[config.mk]
export PLATFORM = sky130hd
export DESIGN_NAME = gncs_search
export DESIGN_NICKNAME = d
export VERILOG_FILES = /design/src/hw/rtl/gncs_pkg.sv /design/src/hw/rtl/gncs_search.sv
export SDC_FILE = /design/constraint.sdc
export NUM_CORES = 1
export LEC_CHECK = 0
export BUFFER_PORTS_ARGS = -buffer_cell sky130_fd_sc_hd__buf_2
export CAP_MARGIN = 25
export CORE_MARGIN = 10
export CORE_UTILIZATION = 35
export CTS_CLUSTER_DIAMETER = 150
export DETAILED_ROUTE_END_ITERATION = 8
export GPL_TIMING_DRIVEN = 0
export MAX_ROUTING_LAYER = met4
export PLACE_DENSITY = 0.61
export RECOVER_POWER = 100
export SLEW_MARGIN = 20
export SYNTH_ARGS = -nofsm -noshare
export SYNTH_HDL_FRONTEND = slang
export SYNTH_SLANG_ARGS = --single-unit
export TNS_END_PERCENT = 5
[constraint.sdc]
create_clock -name aclk -period 9.3 [get_ports aclk]
set_clock_uncertainty 0.2 [all_clocks]
set_input_delay 1.86 -clock aclk [delete_from_list [all_inputs] [get_ports aclk]]
set_output_delay 1.86 -clock aclk [all_outputs]
set_load 0.02 [all_outputs]
[src/hw/rtl/gncs_pkg.sv]
// types and constants of the grid nearest cell search
`default_nettype none
package gncs_pkg;

    localparam int MAX_DIM   = 32;
    localparam int KIND_BITS = 3;
    localparam int ID_BITS   = 8;

    localparam int COORD_W   = $clog2(MAX_DIM);
    localparam int ADDR_W    = 2 * COORD_W;
    localparam int EFF_W     = COORD_W + 1;
    localparam int SQ_W      = 2 * COORD_W;
    localparam int DIST_W    = SQ_W + 1;
    localparam int GRID_REG_W = 6;
    localparam int CFG_IDX_W = 1;

    // field widths on the stream ports
    localparam int F_COORD_W = 5;
    localparam int F_KIND_W  = 3;
    localparam int F_ID_W    = 8;
    localparam int TDATA_W   = 24;
    localparam int IN_USER_W = 2;
    localparam int OUT_USER_W = 2;

    // operation codes
    localparam logic [1:0] OP_READ         = 2'd0;
    localparam logic [1:0] OP_WRITE        = 2'd1;
    localparam logic [1:0] OP_NEAR_EMPTY   = 2'd2;
    localparam logic [1:0] OP_NEAR_KIND    = 2'd3;

    // status codes
    localparam logic [1:0] STATUS_OK        = 2'd0;
    localparam logic [1:0] STATUS_OOB       = 2'd1;
    localparam logic [1:0] STATUS_NOT_FOUND = 2'd2;

    // configuration register indexes
    localparam logic [CFG_IDX_W-1:0] REG_GRID_WIDTH  = 1'd0;
    localparam logic [CFG_IDX_W-1:0] REG_GRID_HEIGHT = 1'd1;

    typedef struct packed {
        logic                 occupied;
        logic [KIND_BITS-1:0] kind;
        logic [ID_BITS-1:0]   occupant_id;
    } cell_t;

    localparam int CELL_W = $bits(cell_t);

    typedef struct packed {
        logic                 start;
        logic                 cand_valid;
        logic                 kind_search;
        logic [KIND_BITS-1:0] want_kind;
        logic [COORD_W-1:0]   query_x;
        logic [COORD_W-1:0]   query_y;
        logic [COORD_W-1:0]   cand_x;
        logic [COORD_W-1:0]   cand_y;
    } srch_ctrl_t;

    typedef struct packed {
        logic               have;
        logic [COORD_W-1:0] best_x;
        logic [COORD_W-1:0] best_y;
        cell_t              best_cell;
    } srch_res_t;

endpackage
`default_nettype wire

[src/hw/rtl/gncs_search.sv]
// distance compare and best-cell tracking for the scan
`default_nettype none
module gncs_search (
    input  wire logic                 aclk,
    input  wire logic                 aresetn,
    input  wire gncs_pkg::srch_ctrl_t ctrl,
    input  wire gncs_pkg::cell_t      cand_cell,
    output gncs_pkg::srch_res_t       res
);
    import gncs_pkg::*;

    logic               have_reg;
    logic [DIST_W-1:0]  best_d_reg;
    logic [COORD_W-1:0] best_x_reg;
    logic [COORD_W-1:0] best_y_reg;
    cell_t              best_cell_reg;

    logic [COORD_W-1:0] adx;
    logic [COORD_W-1:0] ady;
    logic [SQ_W-1:0]    sqx;
    logic [SQ_W-1:0]    sqy;
    logic [DIST_W-1:0]  cand_d;
    logic               match;
    logic               take;

    always_comb begin
        adx = (ctrl.query_x >= ctrl.cand_x) ? ctrl.query_x - ctrl.cand_x
                                            : ctrl.cand_x - ctrl.query_x;
        ady = (ctrl.query_y >= ctrl.cand_y) ? ctrl.query_y - ctrl.cand_y
                                            : ctrl.cand_y - ctrl.query_y;
        sqx    = SQ_W'(adx) * SQ_W'(adx);
        sqy    = SQ_W'(ady) * SQ_W'(ady);
        cand_d = DIST_W'(sqx) + DIST_W'(sqy);
        if (ctrl.kind_search) begin
            match = cand_cell.occupied && (cand_cell.kind == ctrl.want_kind);
        end else begin
            match = !cand_cell.occupied;
        end
        // strictly nearer only, so the first cell in raster order keeps a tie
        take = ctrl.cand_valid && match && (!have_reg || (cand_d < best_d_reg));
    end

    always_ff @(posedge aclk) begin
        if (!aresetn) begin
            have_reg <= 1'b0;
        end else if (ctrl.start) begin
            have_reg <= 1'b0;
        end else if (take) begin
            have_reg <= 1'b1;
        end
    end

    always_ff @(posedge aclk) begin
        if (take) begin
            best_d_reg    <= cand_d;
            best_x_reg    <= ctrl.cand_x;
            best_y_reg    <= ctrl.cand_y;
            best_cell_reg <= cand_cell;
        end
    end

    assign res.have      = have_reg;
    assign res.best_x    = best_x_reg;
    assign res.best_y    = best_y_reg;
    assign res.best_cell = best_cell_reg;

endmodule
`default_nettype wire

==> flow_summary.yaml, run 1 <==
floorplanning:
  io_pins: 63
  die-area_mm2: 0.0143
  start_util_pct: 35.6
  row_count: 36
  core_mm2: 0.00973
  die_y_um: 120
  fp.dieW_um: 120
synth:
  yosysSeqAreaShare_pct: 29.2
  ys_ff_latch: 34
  synth_compound_area_share_pct: 11.0
  synth_cells: 339
  synth_area_leaders: "edfxtp_1, ha_1, fa_1, inv_1, nor2_1"
  synth_ff_type: "edfxtp_1"
  synth-simple-area-share_pct: 9.09
  synth_fa_ha_area_share_pct: 35.0
  ys_warn_count: 0
  synth_common_cells: "inv_1, ha_1, edfxtp_1"
  synth_top_family_by_area: "adder cells"
  yosysTopAreaCell: "edfxtp_1"
  netlist-cell-type-count: 47
  synth_top_area_share_pct: 28.6
  ys_async_sr_fraction_pct: 0
  syn_avg_cell_area_um2: 10.2
  synthesis.nets: 461
  synth_edf_count: 33
  synthXorXnorAreaFrac_pct: 3.75
  synth_most_common_cell: "inv_1"
  muxShareOfSynthArea_pct: 2.78
  synth_area_mm2: 0.00347
detailed_routing:
  wl_um: 6900
  antenna_left: 0
  vias: 2482
  drt_iter0_markers: 73
  routedWlPerCell_um: 12.5
  via_per_inst: 4.51
  first_pass_iters: 5
  drc: 0
final_layout:
  drive_above_1_share_pct: 14.6
  finish.instance_area_mm2: 0.00414
  fin_nets: 538
  largest_reg_flops: 12
  antenna_cells: 0
  final_core_util_pct: 42.5
  finalNonFillerCells: 550
  area.growth.synth_to_final_pct: 19.3
setup_path:
  critical_path_class: "input port to flip-flop"
  cp-start-kind: "input port"
  r2r_cells: 9
  cp_num_buf_inv: 5
  cp.depth: 29
  crit_top_cell: "fa_1"
  crit_slowest_cell: "fa_1"
  regToRegSetupSlack_ns: 6.91
  cp_max_fo: 9
  slowest_delay_ns: 0.56
  crit_path_end_kind: "flip-flop"
  cp.arrival_ns: 8.69
  timing.rr.start: "best_d_reg[4]$_DFFE_PP_"
  r2r-end: "res[0]$_DFFE_PP_"
  cp_top_family: "adder cells"
  crit_required_ns: 9.10
sta:
  worst_slew_pin_slew_ns: 0.420
  fin_crit_ns: 8.88
  period_share_pct: 95.5
  setup_violations: 0
  layout_setup_ws_ns: 0.418
  slew_headroom_pct: 71.2
  hold_viol: 0
  slew_violations: 0
  fmax_mhz: 113
grt:
  grt.total_usage_pct: 10.2
  antenna_found_initial: 0
  grt_start_max_net_pins: 21
  grt_pass1_wl_um: 11900
  grt_pass1_vias: 2627
  gr-total-overflow: 0
clock_network:
  clkSlewWorstSetupHoldPaths_ns: 0.08
  cts_root_buf: "clkbuf_8"
  cts_max_level: 2
  cts_hold_buf: 0
  cts_tree: "built"
  insertion_delay_ns: 0.29
  cts_inserted_buffers: 5
  cts_sinks: 34
  clockBufferDepth: 2
hold_path:
  hold_depth: 2
  whs_endpoint: "have_reg$_SDFFE_PP0P_"
  hp-start: "have_reg$_SDFFE_PP0P_"
  hold_path_class: "flip-flop to flip-flop"
pwr:
  p_leak_uw: 0.00202
  fin_total_pwr_uw: 1600
  ir_worst_vdd_mv: 0.212
  power_density_mw_per_mm2: 387
status:
  status: "completed"
place:
  dp_hpwl_um: 5880
  place_area_mm2: 0.00397
  gp_congestion: 0.793
  portBuffers: 62
  post-place-ws_ns: -0.408
  dp_cells: 535
flow_run:
  maxCapViolations: 0
[worst reg2reg max path, stage by stage (launching register included)]
cell,delay [ns]
edfxtp_1,0.32
inv_1,0.04
ha_1,0.30
a21o_1,0.16
a21o_1,0.17
a21oi_1,0.12
o21ai_0,0.10
a41oi_1,0.27
o21a_4,0.22
buf_4,0.20
[cell type report]
cell class                 count  area, µm²
multi-input combinational    223       2150
sequential                    34       1010
inverter                      79        297
clock buffer                   5       68.8
fill                         999       5590
tap                          133        166
buffer                         3       23.8
timing repair buffer          70        347
clock inverter                 3       68.8
[cell usage in the layout, fill, tap and decap left out, types with 3 or more instances in the layout]
| cell type | instances |
|---|---|
| ha_1 | 56 |
| buf_4 | 8 |
| o21ai_0 | 8 |
| nand2_1 | 10 |
| fa_1 | 25 |
| nand2b_1 | 9 |
| a21oi_1 | 18 |
| nand3_1 | 4 |
| mux2i_1 | 4 |
| inv_1 | 78 |
| edfxtp_1 | 33 |
| xnor2_1 | 10 |
| a21o_1 | 12 |
| nor2b_1 | 4 |
| nor2_1 | 26 |
| buf_2 | 28 |
| clkbuf_8 | 5 |
| clkbuf_1 | 35 |
| xor2_1 | 3 |
[power by group]
part | switching (µW) | leakage, µW | internal [µW] | total (µW)
sequential | 4.88 | 0.000312 | 244 | 249
combinational | 637 | 0.00164 | 550 | 1190
clock | 59.0 | 0.0000683 | 107 | 166
total | 701 | 0.00202 | 902 | 1600
[cells by family after synthesis]
kind of cell,after synthesis
AO/OA/AOI/OAI,55
XOR/XNOR,14
adder cells (fa/ha/maj),82
multiplexers,7
flip-flops,34
AND/OR/NAND/NOR,65
buffers and inverters,82
[per-stage QoR]
stage | setup TNS (ns) | hold WS [ns]
after floorplan | 0 | 0.249
after global placement | -29.54 | 0.269
after detailed placement | -11.14 | 0.269
after CTS | 0 | 0.282
after global routing | -0.0422 | 0.302
final | 0 | 0.283
[per-layer routing]
layer / up-vias / track usage, % / wire (µm)
met4: 0 / 3.62 / 114
li1: 1270 / - / -
met5: - / - / 0
met1: 1183 / 11.3 / 2860
met2: 23 / 18.7 / 3810
met3: 6 / 0.985 / 106
[how the worst max path moves through the flow]
stage	startpoint	endpoint	slack, ns
3_5_place_dp	ctrl[5]	best_x_reg[2]$_DFFE_PP_	-0.41
2_1_floorplan	ctrl[0]	best_d_reg[0]$_DFFE_PP_	0.05
3_3_place_gp	ctrl[5]	best_x_reg[2]$_DFFE_PP_	-0.90
5_1_grt	ctrl[5]	res[6]$_DFFE_PP_	-0.007
6_report	ctrl[5]	res[0]$_DFFE_PP_	0.42
4_1_cts	ctrl[5]	best_x_reg[2]$_DFFE_PP_	0.02
[timing repair]
| action | 4_1_cts | 5_1_grt |
|---|---|---|
| resized for setup | 1 | 4 |
| buffers inserted | 0 | 7 |
| pin swaps | 1 | 2 |
| endpoints found under the setup margin | 20 | 33 |
| gates cloned | 0 | 0 |
Power figures use the tool's default switching activity.
==> run 2: changes to the inputs <==
--- a/config.mk
+++ b/config.mk
@@ -5,8 +5,8 @@
 export SDC_FILE = /design/constraint.sdc
 export NUM_CORES = 1
 export LEC_CHECK = 0
+export ABC_AREA = 1
 export BUFFER_PORTS_ARGS = -buffer_cell sky130_fd_sc_hd__buf_2
-export CAP_MARGIN = 25
 export CORE_MARGIN = 10
 export CORE_UTILIZATION = 35
 export CTS_CLUSTER_DIAMETER = 150
==> run 2 against run 1 <==
  * Critical path depth is 3 higher
  * Final area is 2.0% higher
  * Utilization is 1.1 points lower
  * Critical path type unchanged
  * Largest cell class unchanged
  * Maximum frequency is 1.8% higher
==> flow_summary.yaml, run 2 <==
status:
  status: "completed"
synth:
  synthesis.nets: 532
  ys_async_sr_fraction_pct: 0
  ys_warn_count: 0
  yosysSeqAreaShare_pct: 28.0
  synth_area_leaders: "edfxtp_1, ha_1, fa_1, inv_1, nand2_1"
  synth_ff_type: "edfxtp_1"
  synth_cells: 410
  synth_area_mm2: 0.00361
  synth_common_cells: "inv_1, nand2_1, ha_1"
  yosysTopAreaCell: "edfxtp_1"
  synth_top_area_share_pct: 27.4
  netlist-cell-type-count: 29
  ys_ff_latch: 34
  synth_most_common_cell: "inv_1"
  syn_avg_cell_area_um2: 8.81
  synth_edf_count: 33
detailed_routing:
  routedWlPerCell_um: 11.5
  vias: 2739
  antenna_left: 0
  first_pass_iters: 5
  wl_um: 7110
  drt_iter0_markers: 68
  drc: 0
  via_per_inst: 4.44
clock_network:
  cts_resized: 0
  cts_sinks: 34
  cts_tree: "built"
  cts_root_buf: "clkbuf_8"
  clkSlewWorstSetupHoldPaths_ns: 0.07
  cts_hold_buf: 0
  clockBufferDepth: 2
  post-cts-setup-buffers: 0
  cts_inserted_buffers: 5
  cts_max_level: 2
  insertion_delay_ns: 0.28
sta:
  fin_crit_ns: 8.73
  fmax_mhz: 115
  setup_violations: 0
  slew_violations: 0
  period_share_pct: 93.8
  worst_slew_pin_slew_ns: 0.590
  hold_viol: 0
  whs_ns: 0.315
  slew_headroom_pct: 60.6
  rsz0062_at_grt: "false"
place:
  dp_hpwl_um: 6130
  gp_congestion: 0.827
  portBuffers: 62
grt:
  grt_start_max_net_pins: 19
  grt.total_usage_pct: 10.5
  gr-total-overflow: 0
  grt_pass1_wl_um: 12500
  grt_pass1_vias: 2859
  antenna_found_initial: 0
setup_path:
  crit_top_cell: "fa_1"
  crit_slowest_cell: "fa_1"
  cp.arrival_ns: 8.52
  cp-start-kind: "input port"
  critical_path_class: "input port to flip-flop"
  crit_path_end_kind: "flip-flop"
  cp_max_fo: 18
  crit_required_ns: 9.10
  slowest_delay_ns: 0.55
floorplanning:
  start_util_pct: 35.5
  die-area_mm2: 0.0148
  row_count: 37
  io_pins: 63
  die_y_um: 122
  core_mm2: 0.0102
  fp.dieW_um: 122
final_layout:
  largest_reg_flops: 12
  drive_above_1_share_pct: 13.5
  final_cell_mix: "inv_1, nand2_1, ha_1"
  antenna_cells: 0
  final_common_cell: "inv_1"
  fin_nets: 602
  area.growth.synth_to_final_pct: 16.7
hold_path:
  hold_path_class: "flip-flop to flip-flop"
flow_run:
  maxCapViolations: 0
## run 2: cell types whose count changed after synthesis, sizes merged, moves of 5 or more
cell    delta
inv       +29
xor2       +5
a21o      -12
nand3     +19
nand2     +62
nor2b      -5
nand4      +9
nand2b     -9
mux2i      -6
## run 2: kinds of logic (layout without fill, tap and decap cells)
group	Yosys count	count (layout)	synth area share, %
AND/OR/NAND/NOR	141	141	18.3
buffers and inverters	113	184	12.5
AO/OA/AOI/OAI	25	25	4.02
adder cells (fa/ha/maj)	82	82	33.6
XOR/XNOR	15	15	3.64
flip-flops	34	34	28.0
## run 2: metal layers
| layer | vias up | track usage, % | share of wire (%) |
|---|---|---|---|
| li1 | 1422 | - | - |
| met1 | 1255 | 11.6 | 44 |
| met2 | 60 | 18.2 | 49 |
| met3 | 2 | 2.96 | 6.5 |
| met4 | 0 | 2.46 | 0.58 |
| met5 | - | - | 0 |
## run 2: final cells by class
type	instances	area, µm²
Tap cell	136	170
Inverter	108	405
Buffer	5	46.3
Timing Repair Buffer	63	293
Fill cell	1071	5970
Multi-Input combinational cell	263	2160
Clock inverter	3	63.8
Clock buffer	5	68.8
Sequential cell	34	1010
## run 2: per-stage QoR
stage          cell area (µm²)  util [%]  TNS (ns)  setup WS [ns]  cells
6_report                  4220      41.4         0          0.574    617
5_1_grt                   4220      41.4         0         0.0511    617
4_1_cts                   4260      41.9         0          0.634    617
3_5_place_dp              4130      40.6         0          0.327    609
3_3_place_gp              4100      40.2    -12.52         -0.384    608
2_1_floorplan             3620         -         0          0.558    410
## run 2: final timing paths
kind / startpoint / end / slack (ns) / depth (start not counted)
setup reg to reg: best_d_reg[6]$_DFFE_PP_ / res[0]$_DFFE_PP_ / 6.94 / 8
hold / removal: have_reg$_SDFFE_PP0P_ / have_reg$_SDFFE_PP0P_ / 0.32 / 2
setup / recovery: ctrl[7] / res[0]$_DFFE_PP_ / 0.57 / 32
hold reg to reg: have_reg$_SDFFE_PP0P_ / have_reg$_SDFFE_PP0P_ / 0.32 / 2
## run 2: worst max-delay path: cells and delay by family
kind	cells	cell delay [ns]
fa+ha+maj	8	3.38
simple gates	11	1.35
compound gates	6	1.07
buf+inv	6	0.68
xor+xnor	1	0.17
Power of run 2 is left out: the tool's default activity adds up to more than one toggle a clock period on the data nets, which glitch-free logic cannot reach.
==> run 3: changes to the inputs <==
--- a/config.mk
+++ b/config.mk
@@ -13,7 +13,7 @@
 export DETAILED_ROUTE_END_ITERATION = 8
 export GPL_TIMING_DRIVEN = 0
 export MAX_ROUTING_LAYER = met4
-export PLACE_DENSITY = 0.61
+export PLACE_DENSITY = 0.56
 export RECOVER_POWER = 100
 export SLEW_MARGIN = 20
 export SYNTH_ARGS = -nofsm -noshare
==> run 3 against run 2 <==
  * Sequential cell count unchanged
  * Setup slack gained 0.057 ns
  * Count of clock-buffer cells in the layout unchanged
  * Die area unchanged
  * Final cell count is the same
  * Critical path depth stayed put
  * Highest routed layer unchanged
==> flow_summary.yaml, run 3 (synthesis gave the netlist of run 2 again) <==
status:
  status: "completed"
flow_run:
  maxCapViolations: 0
sta:
  worst_slew_pin_slew_ns: 0.508
  slew_violations: 0
  slew_headroom_pct: 66.0
  setup_violations: 0
  fmax_mhz: 115
  period_share_pct: 93.2
  fin_crit_ns: 8.67
  rsz0062_at_grt: "false"
  hold_viol: 0
final_layout:
  antenna_cells: 0
  seq_area_mm2: 0.00101
  fillerInstances: 1053
  finalNonFillerCells: 617
  largest_reg_flops: 12
  drive_above_1_share_pct: 12.9
  final_common_cell: "inv_1"
  fin_nets: 602
  area.growth.synth_to_final_pct: 15.2
  multi_input_area_mm2: 0.00216
  final_cell_mix: "inv_1, nand2_1, ha_1"
setup_path:
  crit_path_end_kind: "flip-flop"
  slowest_delay_ns: 0.55
  critical_path_class: "input port to flip-flop"
  cp.arrival_ns: 8.45
  startpoint: "ctrl[7]"
  crit_required_ns: 9.08
  cp-start-kind: "input port"
  cp_max_fo: 21
  regToRegSetupSlack_ns: 6.94
  crit_slowest_cell: "fa_1"
  timing.rr.start: "best_d_reg[8]$_DFFE_PP_"
floorplanning:
  fp.dieW_um: 122
  io_pins: 63
  die_y_um: 122
  start_util_pct: 35.5
  core_mm2: 0.0102
  die-area_mm2: 0.0148
  row_count: 37
grt:
  grt_start_max_net_pins: 22
  grt.total_usage_pct: 10.4
  grt_pass1_vias: 2884
  antenna_found_initial: 0
  gr-total-overflow: 0
  grt_pass1_wl_um: 12400
detailed_routing:
  antenna_left: 0
  wl_um: 6990
  drt_iter0_markers: 107
  first_pass_iters: 4
  via_per_inst: 4.44
  vias: 2738
  drc: 0
  routedWlPerCell_um: 11.3
place:
  dp_cells: 609
  gp_congestion: 0.867
  portBuffers: 62
  dp_hpwl_um: 6010
clock_network:
  cts_resized: 0
  cts_hold_buf: 0
  cts_inserted_buffers: 5
  clkSlewWorstSetupHoldPaths_ns: 0.07
  cts_max_level: 2
  clockBufferDepth: 2
  cts_tree: "built"
  cts_sinks: 34
  insertion_delay_ns: 0.29
  cts_root_buf: "clkbuf_8"
  post-cts-setup-buffers: 0
hold_path:
  hold_path_class: "flip-flop to flip-flop"
  hp-start: "have_reg$_SDFFE_PP0P_"
==> run 3: cell count changes in the layout (fill, tap and decap cells not counted), sizes merged <==
cell,before,now
clkinv,1,3
clkbuf,41,42
buf,32,31
bufinv,2,0
==> run 3: metal layers <==
metal	up-vias	global-route usage, %	part of all wire [%]
li1	1425	-	-
met1	1244	12.5	46
met2	62	16.9	45
met3	7	2.45	7.4
met4	0	3.20	1.6
met5	-	-	0
==> run 3: worst paths after layout <==
kind / cells after the start / endpoint
worst max-delay path: 32 / res[1]$_DFFE_PP_
worst min-delay path: 2 / have_reg$_SDFFE_PP0P_
worst max register to register: 8 / res[1]$_DFFE_PP_
worst min register to register: 2 / have_reg$_SDFFE_PP0P_
==> run 3: metrics by stage <==
stage | instance area, µm² | utilization, % | setup slack (ns) | hold WS (ns) | setup TNS (ns)
2_1_floorplan | 3620 | - | 0.558 | 0.253 | 0
3_3_place_gp | 4100 | 40.2 | -0.488 | 0.268 | -15.95
3_5_place_dp | 4130 | 40.6 | 0.301 | 0.297 | 0
4_1_cts | 4210 | 41.4 | 0.596 | 0.307 | 0
5_1_grt | 4160 | 40.9 | 0.0646 | 0.347 | 0
6_report | 4160 | 40.9 | 0.631 | 0.300 | 0
==> run 3: area by class of cell <==
type                       count  area share, %
multi-input combinational    263           51.8
tap                          136           4.09
inverter                     108           9.74
clock buffer                   5           1.65
timing repair buffer          63           7.00
clock inverter                 3          0.271
sequential                    34           24.3
buffer                         5           1.11
==> run 3: worst max-delay path, delay by kind of cell <==
kind	cells	cell delay [ns]
adder cells (fa/ha/maj)	8	3.35
buffers and inverters	6	0.72
AND/OR/NAND/NOR	11	1.28
AO/OA/AOI/OAI	6	1.03
XOR/XNOR	1	0.16
Power of run 3 is left out for the same reason.
